===== src/design/pfa_pkg.sv =====
// Shared types, codes and constants of the paged first-fit allocator.
// Used by pfa_ctrl and paged_first_fit_allocator_unit; depends on nothing.
`default_nettype none

package pfa_pkg;

    // Pool geometry, fixed by the widths of the address and size fields.
    localparam int POOL_BYTES = 1024;
    localparam int ALIGN = 4;
    localparam int AW = 10;
    localparam int LW = 11;
    localparam int CW = 12;

    // Defaults of the top-level parameters.
    localparam int DEF_MAX_SEGMENTS = 64;
    localparam int DEF_MAX_PAGES = 16;

    // Reset values of the configuration registers.
    localparam logic [LW-1:0] RST_MAX_REQUEST = 11'd1024;
    localparam logic [LW-1:0] RST_PAGE_SIZE = 11'd100;

    // Configuration register indexes.
    localparam logic CFG_MAX_REQUEST = 1'b0;
    localparam logic CFG_PAGE_SIZE = 1'b1;

    typedef enum logic [1:0] {
        OP_ALLOC = 2'd0,
        OP_FREE = 2'd1,
        OP_REALLOC = 2'd2,
        OP_NONE = 2'd3
    } t_op;

    typedef enum logic [2:0] {
        ST_OK = 3'd0,
        ST_TOO_LARGE = 3'd1,
        ST_POOL_FULL = 3'd2,
        ST_TABLE_FULL = 3'd3,
        ST_NOT_FOUND = 3'd4
    } t_status;

    typedef enum logic [3:0] {
        S_IDLE,
        S_FSCAN,
        S_NSCAN,
        S_ACHK,
        S_ASCAN,
        S_W0,
        S_W1,
        S_DONE
    } t_state;

    typedef struct packed {
        t_op op;
        logic [LW-1:0] size;
        logic [AW-1:0] addr;
    } t_req;

    typedef struct packed {
        logic [LW-1:0] max_request;
        logic [LW-1:0] page_size;
    } t_cfg;

    typedef struct packed {
        logic [AW-1:0] addr;
        t_status status;
    } t_rsp;

    typedef struct packed {
        logic idle;
        logic done;
        logic [LW-1:0] next_free;
    } t_stat;

endpackage

`default_nettype wire


===== src/design/pfa_ram.sv =====
// Generic simple dual-port RAM: one write port, one read port, registered read.
// Depends on nothing.
`default_nettype none

module pfa_ram #(
    parameter int WIDTH = 8,
    parameter int DEPTH = 16
) (
    input  wire logic                     i_clk,
    input  wire logic                     i_we,
    input  wire logic [$clog2(DEPTH)-1:0] i_waddr,
    input  wire logic [WIDTH-1:0]         i_wdata,
    input  wire logic [$clog2(DEPTH)-1:0] i_raddr,
    output logic      [WIDTH-1:0]         o_rdata
);

    logic [WIDTH-1:0] r_mem [DEPTH];

    // Write port and registered read port.
    always_ff @(posedge i_clk) begin
        if (i_we) begin
            r_mem[i_waddr] <= i_wdata;
        end
        o_rdata <= r_mem[i_raddr];
    end

endmodule

`default_nettype wire


===== src/design/pfa_ctrl.sv =====
// Request sequencer of the allocator: scans the segment memory, decides and writes back.
// Depends on pfa_pkg; drives an external pfa_ram holding {page, start, length}.
`default_nettype none

module pfa_ctrl #(
    parameter int MAX_SEGMENTS = pfa_pkg::DEF_MAX_SEGMENTS,
    parameter int MAX_PAGES = pfa_pkg::DEF_MAX_PAGES,
    localparam int IW = $clog2(MAX_SEGMENTS),
    localparam int PGW = (MAX_PAGES > 1) ? $clog2(MAX_PAGES) : 1,
    localparam int EW = PGW + pfa_pkg::AW + pfa_pkg::LW
) (
    input  wire logic            i_clk,
    input  wire logic            i_rst_n,
    input  wire logic            i_start,
    input  wire pfa_pkg::t_req   i_req,
    input  wire pfa_pkg::t_cfg   i_cfg,
    input  wire logic            i_rsp_take,
    output pfa_pkg::t_rsp        o_rsp,
    output pfa_pkg::t_stat       o_stat,
    output logic                 o_ram_we,
    output logic [IW-1:0]        o_ram_waddr,
    output logic [EW-1:0]        o_ram_wdata,
    output logic [IW-1:0]        o_ram_raddr,
    input  wire logic [EW-1:0]   i_ram_rdata
);

    localparam int AW = pfa_pkg::AW;
    localparam int LW = pfa_pkg::LW;
    localparam int CW = pfa_pkg::CW;
    localparam int CNTW = $clog2(MAX_SEGMENTS + 1);
    localparam int PCW = $clog2(MAX_PAGES + 1);

    // Control state.
    pfa_pkg::t_state r_state, n_state;
    logic [CNTW-1:0] r_cnt, n_cnt;
    logic r_rd_vld, n_rd_vld;
    logic [MAX_SEGMENTS-1:0] r_valid, n_valid;
    logic [MAX_SEGMENTS-1:0] r_used, n_used;
    logic [PCW-1:0] r_page_count, n_page_count;
    logic [LW-1:0] r_next_free, n_next_free;
    logic r_in_alloc, n_in_alloc;

    // Payload state.
    pfa_pkg::t_req r_req, n_req;
    logic [IW-1:0] r_rd_idx, n_rd_idx;
    logic r_hit_f, n_hit_f;
    logic [IW-1:0] r_hit_idx, n_hit_idx;
    logic [LW-1:0] r_hit_len, n_hit_len;
    logic [PGW-1:0] r_hit_page, n_hit_page;
    logic r_nx_f, n_nx_f;
    logic [IW-1:0] r_nx_idx, n_nx_idx;
    logic [LW-1:0] r_nx_len, n_nx_len;
    logic r_pv_f, n_pv_f;
    logic [IW-1:0] r_pv_idx, n_pv_idx;
    logic [AW-1:0] r_pv_start, n_pv_start;
    logic [LW-1:0] r_pv_len, n_pv_len;
    logic r_bf, n_bf;
    logic [IW-1:0] r_b_idx, n_b_idx;
    logic [AW-1:0] r_b_start, n_b_start;
    logic [LW-1:0] r_b_len, n_b_len;
    logic [PGW-1:0] r_b_page, n_b_page;
    logic r_e0f, n_e0f, r_e1f, n_e1f;
    logic [IW-1:0] r_e0, n_e0, r_e1, n_e1;
    logic [IW-1:0] r_w0_addr, n_w0_addr, r_w1_addr, n_w1_addr;
    logic [EW-1:0] r_w0_data, n_w0_data, r_w1_data, n_w1_data;
    logic r_w1_en, n_w1_en;
    pfa_pkg::t_rsp r_rsp, n_rsp;

    // Decoded read word and helpers.
    logic [PGW-1:0] rd_page;
    logic [AW-1:0] rd_start;
    logic [LW-1:0] rd_len;
    logic rd_valid, rd_used;
    logic issuing, scan_end;
    logic [CW-1:0] canon, plen, room;
    logic [LW-1:0] merged_len;
    logic [PGW-1:0] new_page;

    assign rd_page = i_ram_rdata[EW-1 -: PGW];
    assign rd_start = i_ram_rdata[AW+LW-1:LW];
    assign rd_len = i_ram_rdata[LW-1:0];
    assign rd_valid = r_valid[r_rd_idx];
    assign rd_used = r_used[r_rd_idx];
    assign issuing = (r_cnt < CNTW'(MAX_SEGMENTS));
    assign scan_end = !issuing && !r_rd_vld;

    // Size rounded up to the alignment; a zero size counts as one unit.
    assign canon = (r_req.size == '0) ? CW'(pfa_pkg::ALIGN)
        : (({1'b0, r_req.size} + CW'(pfa_pkg::ALIGN - 1)) / CW'(pfa_pkg::ALIGN))
          * CW'(pfa_pkg::ALIGN);
    assign plen = ({1'b0, i_cfg.page_size} > canon) ? {1'b0, i_cfg.page_size} : canon;
    assign room = CW'(pfa_pkg::POOL_BYTES) - {1'b0, r_next_free};
    assign merged_len = r_hit_len + (r_nx_f ? r_nx_len : '0);
    assign new_page = PGW'(r_page_count);

    assign o_ram_raddr = r_cnt[IW-1:0];
    assign o_ram_we = (r_state == pfa_pkg::S_W0) || (r_state == pfa_pkg::S_W1);
    assign o_ram_waddr = (r_state == pfa_pkg::S_W1) ? r_w1_addr : r_w0_addr;
    assign o_ram_wdata = (r_state == pfa_pkg::S_W1) ? r_w1_data : r_w0_data;

    assign o_rsp = r_rsp;
    assign o_stat.idle = (r_state == pfa_pkg::S_IDLE);
    assign o_stat.done = (r_state == pfa_pkg::S_DONE);
    assign o_stat.next_free = r_next_free;

    // Next state and datapath.
    always_comb begin
        n_state = r_state;
        n_cnt = r_cnt;
        n_rd_vld = 1'b0;
        n_rd_idx = r_rd_idx;
        n_valid = r_valid;
        n_used = r_used;
        n_page_count = r_page_count;
        n_next_free = r_next_free;
        n_in_alloc = r_in_alloc;
        n_req = r_req;
        n_hit_f = r_hit_f;
        n_hit_idx = r_hit_idx;
        n_hit_len = r_hit_len;
        n_hit_page = r_hit_page;
        n_nx_f = r_nx_f;
        n_nx_idx = r_nx_idx;
        n_nx_len = r_nx_len;
        n_pv_f = r_pv_f;
        n_pv_idx = r_pv_idx;
        n_pv_start = r_pv_start;
        n_pv_len = r_pv_len;
        n_bf = r_bf;
        n_b_idx = r_b_idx;
        n_b_start = r_b_start;
        n_b_len = r_b_len;
        n_b_page = r_b_page;
        n_e0f = r_e0f;
        n_e0 = r_e0;
        n_e1f = r_e1f;
        n_e1 = r_e1;
        n_w0_addr = r_w0_addr;
        n_w0_data = r_w0_data;
        n_w1_addr = r_w1_addr;
        n_w1_data = r_w1_data;
        n_w1_en = r_w1_en;
        n_rsp = r_rsp;

        // Scan states step the read address and line up the index with the data.
        if (r_state == pfa_pkg::S_FSCAN || r_state == pfa_pkg::S_NSCAN ||
            r_state == pfa_pkg::S_ASCAN) begin
            n_rd_vld = issuing;
            n_rd_idx = r_cnt[IW-1:0];
            if (issuing) begin
                n_cnt = r_cnt + CNTW'(1);
            end
        end

        case (r_state)
            pfa_pkg::S_IDLE: begin
                if (i_start) begin
                    n_req = i_req;
                    n_in_alloc = 1'b0;
                    n_cnt = '0;
                    n_hit_f = 1'b0;
                    n_rsp.addr = '0;
                    n_rsp.status = pfa_pkg::ST_OK;
                    case (i_req.op)
                        pfa_pkg::OP_ALLOC: begin
                            n_in_alloc = 1'b1;
                            n_state = pfa_pkg::S_ACHK;
                        end
                        pfa_pkg::OP_FREE, pfa_pkg::OP_REALLOC: begin
                            // Pages tile the pool from zero, so an offset at or past
                            // the fill mark has no owning page.
                            if ({1'b0, i_req.addr} >= r_next_free) begin
                                if (i_req.op == pfa_pkg::OP_FREE) begin
                                    n_rsp.status = pfa_pkg::ST_NOT_FOUND;
                                    n_state = pfa_pkg::S_DONE;
                                end else begin
                                    n_in_alloc = 1'b1;
                                    n_state = pfa_pkg::S_ACHK;
                                end
                            end else begin
                                n_state = pfa_pkg::S_FSCAN;
                            end
                        end
                        default: begin
                            n_state = pfa_pkg::S_DONE;
                        end
                    endcase
                end
            end

            // Find the used segment that starts at the given offset.
            pfa_pkg::S_FSCAN: begin
                if (r_rd_vld && rd_valid && rd_used && !r_hit_f && rd_start == r_req.addr) begin
                    n_hit_f = 1'b1;
                    n_hit_idx = r_rd_idx;
                    n_hit_len = rd_len;
                    n_hit_page = rd_page;
                end
                if (scan_end) begin
                    if (!r_hit_f) begin
                        if (r_req.op == pfa_pkg::OP_FREE) begin
                            n_rsp.status = pfa_pkg::ST_NOT_FOUND;
                            n_state = pfa_pkg::S_DONE;
                        end else begin
                            n_in_alloc = 1'b1;
                            n_state = pfa_pkg::S_ACHK;
                        end
                    end else begin
                        n_used[r_hit_idx] = 1'b0;
                        n_cnt = '0;
                        n_nx_f = 1'b0;
                        n_pv_f = 1'b0;
                        n_state = pfa_pkg::S_NSCAN;
                    end
                end
            end

            // Look for free neighbors in the same page on both sides.
            pfa_pkg::S_NSCAN: begin
                if (r_rd_vld && rd_valid && !rd_used && r_rd_idx != r_hit_idx &&
                    rd_page == r_hit_page) begin
                    if ({1'b0, rd_start} == ({1'b0, r_req.addr} + r_hit_len) && !r_nx_f) begin
                        n_nx_f = 1'b1;
                        n_nx_idx = r_rd_idx;
                        n_nx_len = rd_len;
                    end
                    if (({1'b0, rd_start} + rd_len) == {1'b0, r_req.addr} && !r_pv_f) begin
                        n_pv_f = 1'b1;
                        n_pv_idx = r_rd_idx;
                        n_pv_start = rd_start;
                        n_pv_len = rd_len;
                    end
                end
                if (scan_end) begin
                    if (r_nx_f) begin
                        n_valid[r_nx_idx] = 1'b0;
                    end
                    if (r_pv_f) begin
                        n_valid[r_hit_idx] = 1'b0;
                        n_w0_addr = r_pv_idx;
                        n_w0_data = {r_hit_page, r_pv_start, r_pv_len + merged_len};
                    end else begin
                        n_w0_addr = r_hit_idx;
                        n_w0_data = {r_hit_page, r_req.addr, merged_len};
                    end
                    n_w1_en = 1'b0;
                    n_state = pfa_pkg::S_W0;
                end
            end

            // Size check before the fit search.
            pfa_pkg::S_ACHK: begin
                n_rsp.addr = '0;
                if (r_req.size > i_cfg.max_request) begin
                    n_rsp.status = pfa_pkg::ST_TOO_LARGE;
                    n_state = pfa_pkg::S_DONE;
                end else begin
                    n_cnt = '0;
                    n_bf = 1'b0;
                    n_e0f = 1'b0;
                    n_e1f = 1'b0;
                    n_state = pfa_pkg::S_ASCAN;
                end
            end

            // Lowest-addressed free segment that fits; pages rise in address with
            // creation order, so this is also the first page that fits.
            pfa_pkg::S_ASCAN: begin
                if (r_rd_vld) begin
                    if (rd_valid) begin
                        if (!rd_used && {1'b0, rd_len} >= canon &&
                            (!r_bf || rd_start < r_b_start)) begin
                            n_bf = 1'b1;
                            n_b_idx = r_rd_idx;
                            n_b_start = rd_start;
                            n_b_len = rd_len;
                            n_b_page = rd_page;
                        end
                    end else if (!r_e0f) begin
                        n_e0f = 1'b1;
                        n_e0 = r_rd_idx;
                    end else if (!r_e1f) begin
                        n_e1f = 1'b1;
                        n_e1 = r_rd_idx;
                    end
                end
                if (scan_end) begin
                    n_state = pfa_pkg::S_DONE;
                    n_w1_en = 1'b0;
                    if (r_bf) begin
                        if ({1'b0, r_b_len} > canon) begin
                            if (!r_e0f) begin
                                n_rsp.status = pfa_pkg::ST_TABLE_FULL;
                            end else begin
                                // Carve the front and keep the remainder free.
                                n_used[r_b_idx] = 1'b1;
                                n_valid[r_e0] = 1'b1;
                                n_used[r_e0] = 1'b0;
                                n_w0_addr = r_b_idx;
                                n_w0_data = {r_b_page, r_b_start, canon[LW-1:0]};
                                n_w1_en = 1'b1;
                                n_w1_addr = r_e0;
                                n_w1_data = {r_b_page, r_b_start + canon[AW-1:0],
                                             r_b_len - canon[LW-1:0]};
                                n_rsp.addr = r_b_start;
                                n_state = pfa_pkg::S_W0;
                            end
                        end else begin
                            n_used[r_b_idx] = 1'b1;
                            n_rsp.addr = r_b_start;
                        end
                    end else if (r_page_count >= PCW'(MAX_PAGES)) begin
                        n_rsp.status = pfa_pkg::ST_TABLE_FULL;
                    end else if (plen > room) begin
                        n_rsp.status = pfa_pkg::ST_POOL_FULL;
                    end else if (!r_e0f || (plen > canon && !r_e1f)) begin
                        n_rsp.status = pfa_pkg::ST_TABLE_FULL;
                    end else begin
                        // Open a new page at the fill mark.
                        n_valid[r_e0] = 1'b1;
                        n_used[r_e0] = 1'b1;
                        n_w0_addr = r_e0;
                        n_w0_data = {new_page, r_next_free[AW-1:0], canon[LW-1:0]};
                        if (plen > canon) begin
                            n_valid[r_e1] = 1'b1;
                            n_used[r_e1] = 1'b0;
                            n_w1_en = 1'b1;
                            n_w1_addr = r_e1;
                            n_w1_data = {new_page, r_next_free[AW-1:0] + canon[AW-1:0],
                                         plen[LW-1:0] - canon[LW-1:0]};
                        end
                        n_page_count = r_page_count + PCW'(1);
                        n_next_free = r_next_free + plen[LW-1:0];
                        n_rsp.addr = r_next_free[AW-1:0];
                        n_state = pfa_pkg::S_W0;
                    end
                end
            end

            pfa_pkg::S_W0, pfa_pkg::S_W1: begin
                if (r_state == pfa_pkg::S_W0 && r_w1_en) begin
                    n_state = pfa_pkg::S_W1;
                end else if (!r_in_alloc && r_req.op == pfa_pkg::OP_REALLOC) begin
                    n_in_alloc = 1'b1;
                    n_state = pfa_pkg::S_ACHK;
                end else begin
                    n_state = pfa_pkg::S_DONE;
                end
            end

            // Hold the result until the output register can take it.
            pfa_pkg::S_DONE: begin
                if (i_rsp_take) begin
                    n_state = pfa_pkg::S_IDLE;
                end
            end

            default: begin
                n_state = pfa_pkg::S_IDLE;
            end
        endcase
    end

    // Control registers.
    always_ff @(posedge i_clk) begin
        if (!i_rst_n) begin
            r_state <= pfa_pkg::S_IDLE;
            r_cnt <= '0;
            r_rd_vld <= 1'b0;
            r_valid <= '0;
            r_used <= '0;
            r_page_count <= '0;
            r_next_free <= '0;
            r_in_alloc <= 1'b0;
        end else begin
            r_state <= n_state;
            r_cnt <= n_cnt;
            r_rd_vld <= n_rd_vld;
            r_valid <= n_valid;
            r_used <= n_used;
            r_page_count <= n_page_count;
            r_next_free <= n_next_free;
            r_in_alloc <= n_in_alloc;
        end
    end

    // Payload registers.
    always_ff @(posedge i_clk) begin
        r_req <= n_req;
        r_rd_idx <= n_rd_idx;
        r_hit_f <= n_hit_f;
        r_hit_idx <= n_hit_idx;
        r_hit_len <= n_hit_len;
        r_hit_page <= n_hit_page;
        r_nx_f <= n_nx_f;
        r_nx_idx <= n_nx_idx;
        r_nx_len <= n_nx_len;
        r_pv_f <= n_pv_f;
        r_pv_idx <= n_pv_idx;
        r_pv_start <= n_pv_start;
        r_pv_len <= n_pv_len;
        r_bf <= n_bf;
        r_b_idx <= n_b_idx;
        r_b_start <= n_b_start;
        r_b_len <= n_b_len;
        r_b_page <= n_b_page;
        r_e0f <= n_e0f;
        r_e0 <= n_e0;
        r_e1f <= n_e1f;
        r_e1 <= n_e1;
        r_w0_addr <= n_w0_addr;
        r_w0_data <= n_w0_data;
        r_w1_addr <= n_w1_addr;
        r_w1_data <= n_w1_data;
        r_w1_en <= n_w1_en;
        r_rsp <= n_rsp;
    end

endmodule

`default_nettype wire


===== src/design/paged_first_fit_allocator_unit.sv =====
// Top level of the paged first-fit allocator: configuration, channels, output word.
// Depends on pfa_pkg, pfa_ram and pfa_ctrl.
//
// A request word (op, req_size, block_addr) is taken on i_req_valid/o_req_ready; one
// response word (result_addr, status) leaves on o_rsp_valid/i_rsp_ready for each.
// Requests are handled one at a time. The segment table sits in one memory and every
// pass over it reads all MAX_SEGMENTS entries, so the memory read port sets the rate.
// An allocate makes one pass over the table. A free makes one pass to find the used
// segment that starts at the offset and a second for its free neighbours, or only the
// first when no used segment starts there. A reallocate runs the free part when the
// offset lies below the fill mark, and then an allocate. A too-large allocate and a free
// of an offset past the fill mark are answered without a pass over the table.
// The response word becomes valid in the same cycle as the next request can be taken.
// The response sits in an output register; the next request is taken while it waits,
// and a finished request waits for that register to be taken before the next one.
// Reset empties the table (valid bits in flip-flops, no clearing pass), sets the
// page count and fill mark to zero, and loads max_request = 1024, page_size = 100.
// Configuration writes are registered and are meant for idle periods only.
`default_nettype none

module paged_first_fit_allocator_unit #(
    parameter int MAX_SEGMENTS = pfa_pkg::DEF_MAX_SEGMENTS,
    parameter int MAX_PAGES = pfa_pkg::DEF_MAX_PAGES
) (
    input  wire logic                    i_clk,
    input  wire logic                    i_rst_n,
    input  wire logic                    i_req_valid,
    output logic                         o_req_ready,
    input  wire logic [1:0]              i_op,
    input  wire logic [pfa_pkg::LW-1:0]  i_req_size,
    input  wire logic [pfa_pkg::AW-1:0]  i_block_addr,
    output logic                         o_rsp_valid,
    input  wire logic                    i_rsp_ready,
    output logic [pfa_pkg::AW-1:0]       o_result_addr,
    output logic [2:0]                   o_status,
    input  wire logic                    i_cfg_we,
    input  wire logic                    i_cfg_idx,
    input  wire logic [pfa_pkg::LW-1:0]  i_cfg_data
);

    localparam int IW = $clog2(MAX_SEGMENTS);
    localparam int PGW = (MAX_PAGES > 1) ? $clog2(MAX_PAGES) : 1;
    localparam int EW = PGW + pfa_pkg::AW + pfa_pkg::LW;

    pfa_pkg::t_cfg r_cfg;
    logic r_rsp_valid;
    pfa_pkg::t_rsp r_rsp;
    pfa_pkg::t_req req;
    pfa_pkg::t_rsp ctrl_rsp;
    pfa_pkg::t_stat stat;
    logic start, rsp_take;
    logic ram_we;
    logic [IW-1:0] ram_waddr, ram_raddr;
    logic [EW-1:0] ram_wdata, ram_rdata;

    assign req.op = pfa_pkg::t_op'(i_op);
    assign req.size = i_req_size;
    assign req.addr = i_block_addr;
    assign o_req_ready = stat.idle;
    assign start = i_req_valid && o_req_ready;
    assign rsp_take = !r_rsp_valid || i_rsp_ready;

    // Configuration registers.
    always_ff @(posedge i_clk) begin
        if (!i_rst_n) begin
            r_cfg.max_request <= pfa_pkg::RST_MAX_REQUEST;
            r_cfg.page_size <= pfa_pkg::RST_PAGE_SIZE;
        end else if (i_cfg_we) begin
            case (i_cfg_idx)
                pfa_pkg::CFG_MAX_REQUEST: r_cfg.max_request <= i_cfg_data;
                pfa_pkg::CFG_PAGE_SIZE: r_cfg.page_size <= i_cfg_data;
                default: r_cfg.page_size <= i_cfg_data;
            endcase
        end
    end

    // Output register between the sequencer and the receiver.
    always_ff @(posedge i_clk) begin
        if (!i_rst_n) begin
            r_rsp_valid <= 1'b0;
        end else if (stat.done && rsp_take) begin
            r_rsp_valid <= 1'b1;
        end else if (i_rsp_ready) begin
            r_rsp_valid <= 1'b0;
        end
    end

    always_ff @(posedge i_clk) begin
        if (stat.done && rsp_take) begin
            r_rsp <= ctrl_rsp;
        end
    end

    assign o_rsp_valid = r_rsp_valid;
    assign o_result_addr = r_rsp.addr;
    assign o_status = r_rsp.status;

    pfa_ram #(
        .WIDTH(EW),
        .DEPTH(MAX_SEGMENTS)
    ) u_seg_ram (
        .i_clk(i_clk),
        .i_we(ram_we),
        .i_waddr(ram_waddr),
        .i_wdata(ram_wdata),
        .i_raddr(ram_raddr),
        .o_rdata(ram_rdata)
    );

    pfa_ctrl #(
        .MAX_SEGMENTS(MAX_SEGMENTS),
        .MAX_PAGES(MAX_PAGES)
    ) u_ctrl (
        .i_clk(i_clk),
        .i_rst_n(i_rst_n),
        .i_start(start),
        .i_req(req),
        .i_cfg(r_cfg),
        .i_rsp_take(rsp_take),
        .o_rsp(ctrl_rsp),
        .o_stat(stat),
        .o_ram_we(ram_we),
        .o_ram_waddr(ram_waddr),
        .o_ram_wdata(ram_wdata),
        .o_ram_raddr(ram_raddr),
        .i_ram_rdata(ram_rdata)
    );

    // A taken request keeps the input closed until it has been answered.
    a_busy_after_accept: assert property (@(posedge i_clk) disable iff (!i_rst_n)
        i_req_valid && o_req_ready |=> !o_req_ready)
        else $error("request accepted while another was in flight");

    // Every failing response carries a zero offset.
    a_fail_zero_addr: assert property (@(posedge i_clk) disable iff (!i_rst_n)
        o_rsp_valid && o_status != pfa_pkg::ST_OK |-> o_result_addr == '0)
        else $error("failed response with a nonzero offset");

    // The fill mark never runs past the pool.
    a_fill_in_pool: assert property (@(posedge i_clk) disable iff (!i_rst_n)
        stat.next_free <= pfa_pkg::LW'(pfa_pkg::POOL_BYTES))
        else $error("fill mark beyond the pool");

endmodule

`default_nettype wire

===== config.mk =====
export PLATFORM = sky130hd
export DESIGN_NAME = paged_first_fit_allocator_unit
export DESIGN_NICKNAME = d
export VERILOG_FILES = /design/src/design/pfa_pkg.sv /design/src/design/pfa_ram.sv /design/src/design/pfa_ctrl.sv /design/src/design/paged_first_fit_allocator_unit.sv
export SDC_FILE = /design/constraint.sdc
export NUM_CORES = 2
export LEC_CHECK = 0
export ABC_CLOCK_PERIOD_IN_PS = 10500
export BUFFER_PORTS_ARGS = -buffer_cell sky130_fd_sc_hd__buf_2
export CAP_MARGIN = 25
export CORE_MARGIN = 1
export CORE_UTILIZATION = 59
export DETAILED_ROUTE_END_ITERATION = 6
export PLACE_DENSITY = 0.75
export SLEW_MARGIN = 0
export SYNTH_ARGS = -nofsm -noshare
export SYNTH_HDL_FRONTEND = slang
export SYNTH_SLANG_ARGS = --single-unit

===== constraint.sdc =====
create_clock -name i_clk -period 10.5 [get_ports i_clk]
set_input_delay 1.05 -clock i_clk [delete_from_list [all_inputs] [get_ports i_clk]]
set_output_delay 1.05 -clock i_clk [all_outputs]
set_load 0.02 [all_outputs]

---- Yosys cells after proc, flatten, opt, wreduce, memory -nomap -nowiden ----
Memory sizes are Yosys's and may differ from the RTL's. A register that Yosys moved wholly into a read port is not among the register bits.
Index checks and enable logic that the tools add are counted.
storage, ports and cells
  memories kept ........................... 1
  RAM bits ................................ 1,600
  flip-flop bits (word level) ............. 412
memory list
  memory           depth  bits a word  read ports  clocked after memory_dff  write ports  RTL line       text
  u_seg_ram.r_mem  64     25           1           1                         1            pfa_ram.sv:17  logic [WIDTH-1:0] r_mem [DEPTH];
operators by class
  order comparisons ....................... 21
  equality and inequality tests ........... 51
  reductions and logical operators ........ 79
  mux-type cells .......................... 174
  bitwise gates (word level) .............. 21
  add/subtract/negate cells ............... 13
operators with widths
  operator              number
  $mux W64              23
  $mux W25              16
  $and A64 B64 Y64      5
  $not A64 Y64          4
  $or A64 B64 Y64       4
  $pmux W64 S2          2
  $mux W6               17
  $mux W10              5
  $pmux W25 S2          1
  $mux W3               16
  $mux W1               45
  $mux W4               11
  $lt A6 B7 Y1 const B  6
  $mux W7               6
  $mux W13              3
  $add A11 B11 Y11      3
  $demux W1 S6          5
  $ge A6 B1 Y1 const B  5
  $pmux W10 S3          1
  $reduce_and A5 Y1     6
  $ne A2 B1 Y1 const B  14
  $pmux W4 S7           1
  $ne A2 B2 Y1 const B  13
  $gt A11 B12 Y1        2
  other kinds (57)      145

---- Depth between registers and ports, before layout ----
  depth after elaboration ................. 13
  mapped depth ............................ 24
  mapped depth without buffers ............ 23

---- By module ----
A second synthesis with hierarchy kept.
unflattened totals
  cell total of the unflattened synthesis .. 5,597
  area, all modules ....................... 88,879.0 um2
by module, submodules not included
  module                          instances  area each (um2)  seq. area each (um2)  cells an instance
  pfa_ram                         1          61,413.9         48,546.6              2,611
  pfa_ctrl                        1          26,152.6         9,699.3               2,878
  paged_first_fit_allocator_unit  1          1,312.5          850.8                 108

---- Least setup slack after synthesis ----
No wires, ideal clock.
  path type ............................... flip-flop to flip-flop
  from .................................... reg u_ctrl.r_req[13] (netlist name)
  to ...................................... reg u_ctrl.r_rsp, in the netlist u_ctrl.o_rsp[10], enable pin
  path slack .............................. 4.377 ns
  arrival ................................. 5.733 ns
  stages on the path, launching flop included .. 22
  cells stage by stage .................... edfxtp_1 -> nand2_1 -> nor3_1 -> nand2_1 -> xor2_1 -> ha_1 -> a22o_1 -> nor4_1 -> o221a_1 -> nor4_1 -> clkbuf_1 -> mux2_2 -> ha_1 -> nand4_1 -> nor2_1 -> nand2_1 -> or4_4 -> a211oi_4 -> a21boi_2 -> buf_6 -> buf_2 -> nor3_1
on the way
  cells in the longest elaborated chain, start to end .. 9
  elaborated cells on any way between the ends .. 14
ends and longest elaborated chain
  what                                                         RTL line                        text
  from (decl)                                                  pfa_ctrl.sv:44                  pfa_pkg::t_req r_req, n_req;
  from (signal assigned)                                       pfa_ctrl.sv:389                 r_req <= n_req;
  $add A11 B2 Y12 / $logic_not A11 Y1 (equally long branches)  pfa_ctrl.sv:89, pfa_ctrl.sv:88
  $mux W12 (*)                                                 pfa_ctrl.sv:88                  assign canon = (r_req.size == '0) ? CW'(pfa_pkg::ALIGN)
  $gt A11 B12 Y1                                               pfa_ctrl.sv:91                  assign plen = ({1'b0, i_cfg.page_size} > canon) ? {1'b0, i_cfg.page_size} : canon;
  $mux W12                                                     pfa_ctrl.sv:91
  $gt A12 B12 Y1                                               pfa_ctrl.sv:316                 end else if (!r_e0f || (plen > canon && !r_e1f)) begin
  $logic_and A1 B1 Y1                                          pfa_ctrl.sv:316
  $logic_or A1 B1 Y1                                           pfa_ctrl.sv:316
  $ne A3 B2 Y1 (no source line)                                --
  $reduce_and A7 Y1 (no source line) (*)                       --
  to (signal assigned)                                         pfa_ctrl.sv:416                 r_rsp <= n_rsp;
  to (decl)                                                    pfa_ctrl.sv:67                  pfa_pkg::t_rsp r_rsp, n_rsp;
Every way passes the cells marked *; elsewhere a longest branch is shown, timed or not.
A chain may end at the register's enable or synchronous reset.

---- Final worst setup path ----
  from .................................... reg u_ctrl.r_req[14] (netlist name)
  to ...................................... reg u_ctrl.r_w0_data[9], enable pin
on the way
  cells in the longest elaborated chain, start to end .. 9
  elaborated cells on any way between the ends .. 14
ends and longest elaborated chain
  what                                                         RTL line                        text
  $add A11 B2 Y12 / $logic_not A11 Y1 (equally long branches)  pfa_ctrl.sv:89, pfa_ctrl.sv:88
  $mux W12 (*)                                                 pfa_ctrl.sv:88
  $gt A11 B12 Y1                                               pfa_ctrl.sv:91
  $mux W12                                                     pfa_ctrl.sv:91
  $gt A12 B12 Y1                                               pfa_ctrl.sv:316
  $logic_and A1 B1 Y1                                          pfa_ctrl.sv:316
  $logic_or A1 B1 Y1                                           pfa_ctrl.sv:316
  $ne A3 B2 Y1 (no source line)                                --
  $reduce_and A8 Y1 (no source line) (*)                       --
  to (signal assigned)                                         pfa_ctrl.sv:412                 r_w0_data <= n_w0_data;
  to (decl)                                                    pfa_ctrl.sv:65                  logic [EW-1:0] r_w0_data, n_w0_data, r_w1_data, n_w1_data;
Marked as above.

==> reports/results.txt <==
Status: finished with violations
Failing checks: design-rule violations
Setup TNS: 0 ns
Root buf cell: clkbuf_16
Drt total wl: 266,700 um
Via count: 54,460
H-tree Lvls: 4
Die width: 390.3 um
NumNets Final: 5,737
Clk_skew: 0.08086 ns
Layout area overhead: 11.67%
CP Cell Sequence: nand3_1 -> nor3_1 -> nand3_1 -> xnor2_1 -> inv_1 -> ha_1 -> a21oi_1 -> nor4_2 -> buf_4 -> mux2i_1 -> inv_1 -> ha_1 -> nand3_1 -> nor2_1 -> nand2_1 -> or4_4 -> a211oi_4 -> a21boi_2 -> buf_4 -> nor2_4 -> buf_4
Setup crit end kind: flip-flop
Finish-stage setup viols: 0
Synth warn: 0
Crit path DAT: 8.20 ns
Initial DRC Count: 7,251
Synth unique cells: 83
Drt pass-1 iters: 7
CTS max path bufs: 3
Min Hold Slack: 0.4151 ns
Syn Area/Cell: 16.23 sq um
DP Area: 0.09221 sq mm
Layout cells sized above 1: 20.63%
P_leak: 0.03128 uW
Highest Clock Rate: 128.9 MHz
First-pass GRT wire length: 371,100 um
GRT overflow: 0
Number of flops mapped to enable cells by yosys: 1,832
Largest net degree at the start of global routing: 180
Final instance area: 0.09933 sq mm
Initial Utilization: 59.39%
Worst relative slew slack: 18.80%
Gpl congestion: 0.9590
Post-synthesis sequential area ratio: 66.44%
CTS clock-pin slew for the worst setup and hold paths: 0.06 ns
Max Cap Viol: 0
DIE HEIGHT: 390.3 um
Worst Setup SP: u_ctrl.r_req[14]
Asr flop ratio synth: 0%
TritonCTS Sinks: 2,036
Cell area power density: 203.3 mW/mm^2
# IOs: 55
Min-Delay Path Class: reg2reg
Final Cycle Share: 73.89%
Initial antenna violation count: 7
Post-Layout Cell Count: 7,727
Critical Path RT: 10.94 ns
Post-DR vias/cell: 7.048
Synth Register Bits: 2,036
Core box area: 0.1498 sq mm
Syn Nets: 5,678
IO buf count: 54
Minimum clock period: 7.758 ns
Post-Place Cells: 7,325
Clock Latency Late Sink: 0.87 ns
RSZ-0062 raised after global routing: no
Gr usage total: 34.14%
ANT nets after route: 0
Hold_sp: u_ctrl.o_rsp[9]
Vias in the first global route: 53,160
CTS tree: yes
CP max-delay cell: nor4_2
Peak VDD IR: 0.2175 mV
Die footprint: 0.1523 sq mm
Most common cell after layout, fill and taps aside: edfxtp_1
Post-CTS setup buffer count: 0
Num CTS Buffers: 199
Post-synthesis instance total: 5,481
# rows: 142
# hold bufs at CTS: 0
CP max FO: 40
Max Slew Vio Count: 0
Top FF cell, synth: edfxtp_1
Post-layout util: 66.32%
Worst path max stage delay: 0.84 ns
Routed len/inst: 34.51 um
Final HPWL DP: 147,900 um
FF-to-FF Start: u_ctrl.r_req[14]
Post-CTS Resized: 0
Crit Path Class: reg2reg
DRC Markers: 6
Startpoint Class: flip-flop
Final Hold Violating Endpoints: 0
Cell Area, Synth: 0.08895 sq mm
Measured slew at the worst slew-check pin: 1.215 ns
Most frequent cells in the layout: 1,832 x edfxtp_1, 530 x mux4_2, 348 x o21ai_0, 313 x nor2_1, 280 x nand2_1
## final timing paths
kind	to	slack, ns	cells after the start
max reg2reg	u_ctrl.r_w0_data[9]	2.74	21
min	o_result_addr[6]	0.42	0
min reg2reg	o_result_addr[6]	0.42	0
max	u_ctrl.r_w0_data[9]	2.74	21
## where the power goes
group / leakage [uW] / internal (uW) / total (uW) / switching [uW]
sequential: 0.0182 / 9030 / 9280 / 250
combinational: 0.0100 / 1530 / 3750 / 2220
clock: 0.00312 / 3980 / 7170 / 3200
## sequential cells by signal, indices dropped and copies added (netlist names), 13 cells and up
name and flops:
r_cfg 22, u_ctrl.o_rsp 13, u_ctrl.r_req 23, u_ctrl.r_used 64, u_ctrl.r_valid 64, u_ctrl.r_w0_data 25
u_ctrl.r_w1_data 25, u_seg_ram.o_rdata 25, u_seg_ram.r_mem 1600
## final cells by class
class | count | area (sq um)
clock buffers | 260 | 5315
flip-flops and latches | 2036 | 59110
inverters | 110 | 414.1
clock inverters | 106 | 1122
repair buffers | 185 | 2140
well taps | 2016 | 2522
diodes | 6 | 15.01
multi-input cells | 3008 | 28690
fillers | 9767 | 50450
## Yosys cell counts, drive strengths merged, types with 8 or more instances
master	n	area (sq um)
o311ai	28	245.2
a22o	51	446.7
nand3b	29	221.5
nand4b	8	70.07
clkbuf	241	904.6
buf	86	411.7
a31oi	34	212.7
o21a	23	172.7
mux4	530	11940
o31ai	9	67.56
a22oi	61	457.9
mux2i	99	991.0
or2	26	162.7
o22ai	39	244.0
a21oi	99	495.5
nand3	70	355.3
inv	107	401.6
a32o	21	210.2
o2111ai	9	78.83
nand2b	26	162.7
nand4	29	181.4
and3	9	56.30
mux2	53	596.8
or3	14	87.58
dfxtp	204	4084
o2111a	30	337.8
o221ai	31	271.5
or3b	11	96.34
o21bai	24	180.2
xor2	37	324.1
and2	32	200.2
a211oi	15	125.1
o21ai	353	1770
ha	150	1877
a21o	18	135.1
nor4	14	102.6
nor2	379	1423
nand2	283	1062
nor3b	12	90.09
a21boi	25	191.4
nor2b	54	337.8
o211ai	48	360.4
nor3	84	431.7
edfxtp	1832	55010
xnor2	83	727.0
## kinds of logic (layout without fill, tap and decap cells)
group | count (synthesis) | after routing | share of synthesized area (%)
XOR/XNOR | 120 | 120 | 1.182
AND/OR/NAND/NOR | 1094 | 1094 | 5.811
other | 0 | 6 | 0
AO/OA/AOI/OAI | 955 | 955 | 7.153
multiplexers | 682 | 682 | 15.20
flip-flops | 2036 | 2036 | 66.44
adder cells (fa/ha/maj) | 157 | 157 | 2.268
buffers and inverters | 437 | 661 | 1.944
## stage by stage
stage | worst slack [ns] | total power (uW)
floorplan | 4.377 | 11870
global placement | 2.808 | 12990
detailed placement | 2.844 | 13050
CTS | 2.827 | 20080
global route | 2.370 | 20730
finish | 2.742 | 20200
## metal layers
metal | part of all wire, % | vias to the layer above | track usage [%]
met5 | 0.022 | - | 0
met4 | 6.0 | 8 | 18.45
met3 | 11 | 820 | 7.003
met2 | 47 | 3920 | 53.67
met1 | 36 | 27640 | 45.15
li1 | - | 22070 | -
## critical path: cells and delay by family (launching register included)
family | cells | cell delay, ns
AOI/OAI and AO/OA | 3 | 0.68
xor gates and xnor gates | 1 | 0.48
adders and majority gates | 2 | 0.67
buffers and inverters | 5 | 1.48
DFF | 1 | 0.47
muxes | 1 | 0.39
and+or+nand+nor | 9 | 3.13
(Power assumes the default switching activity.)
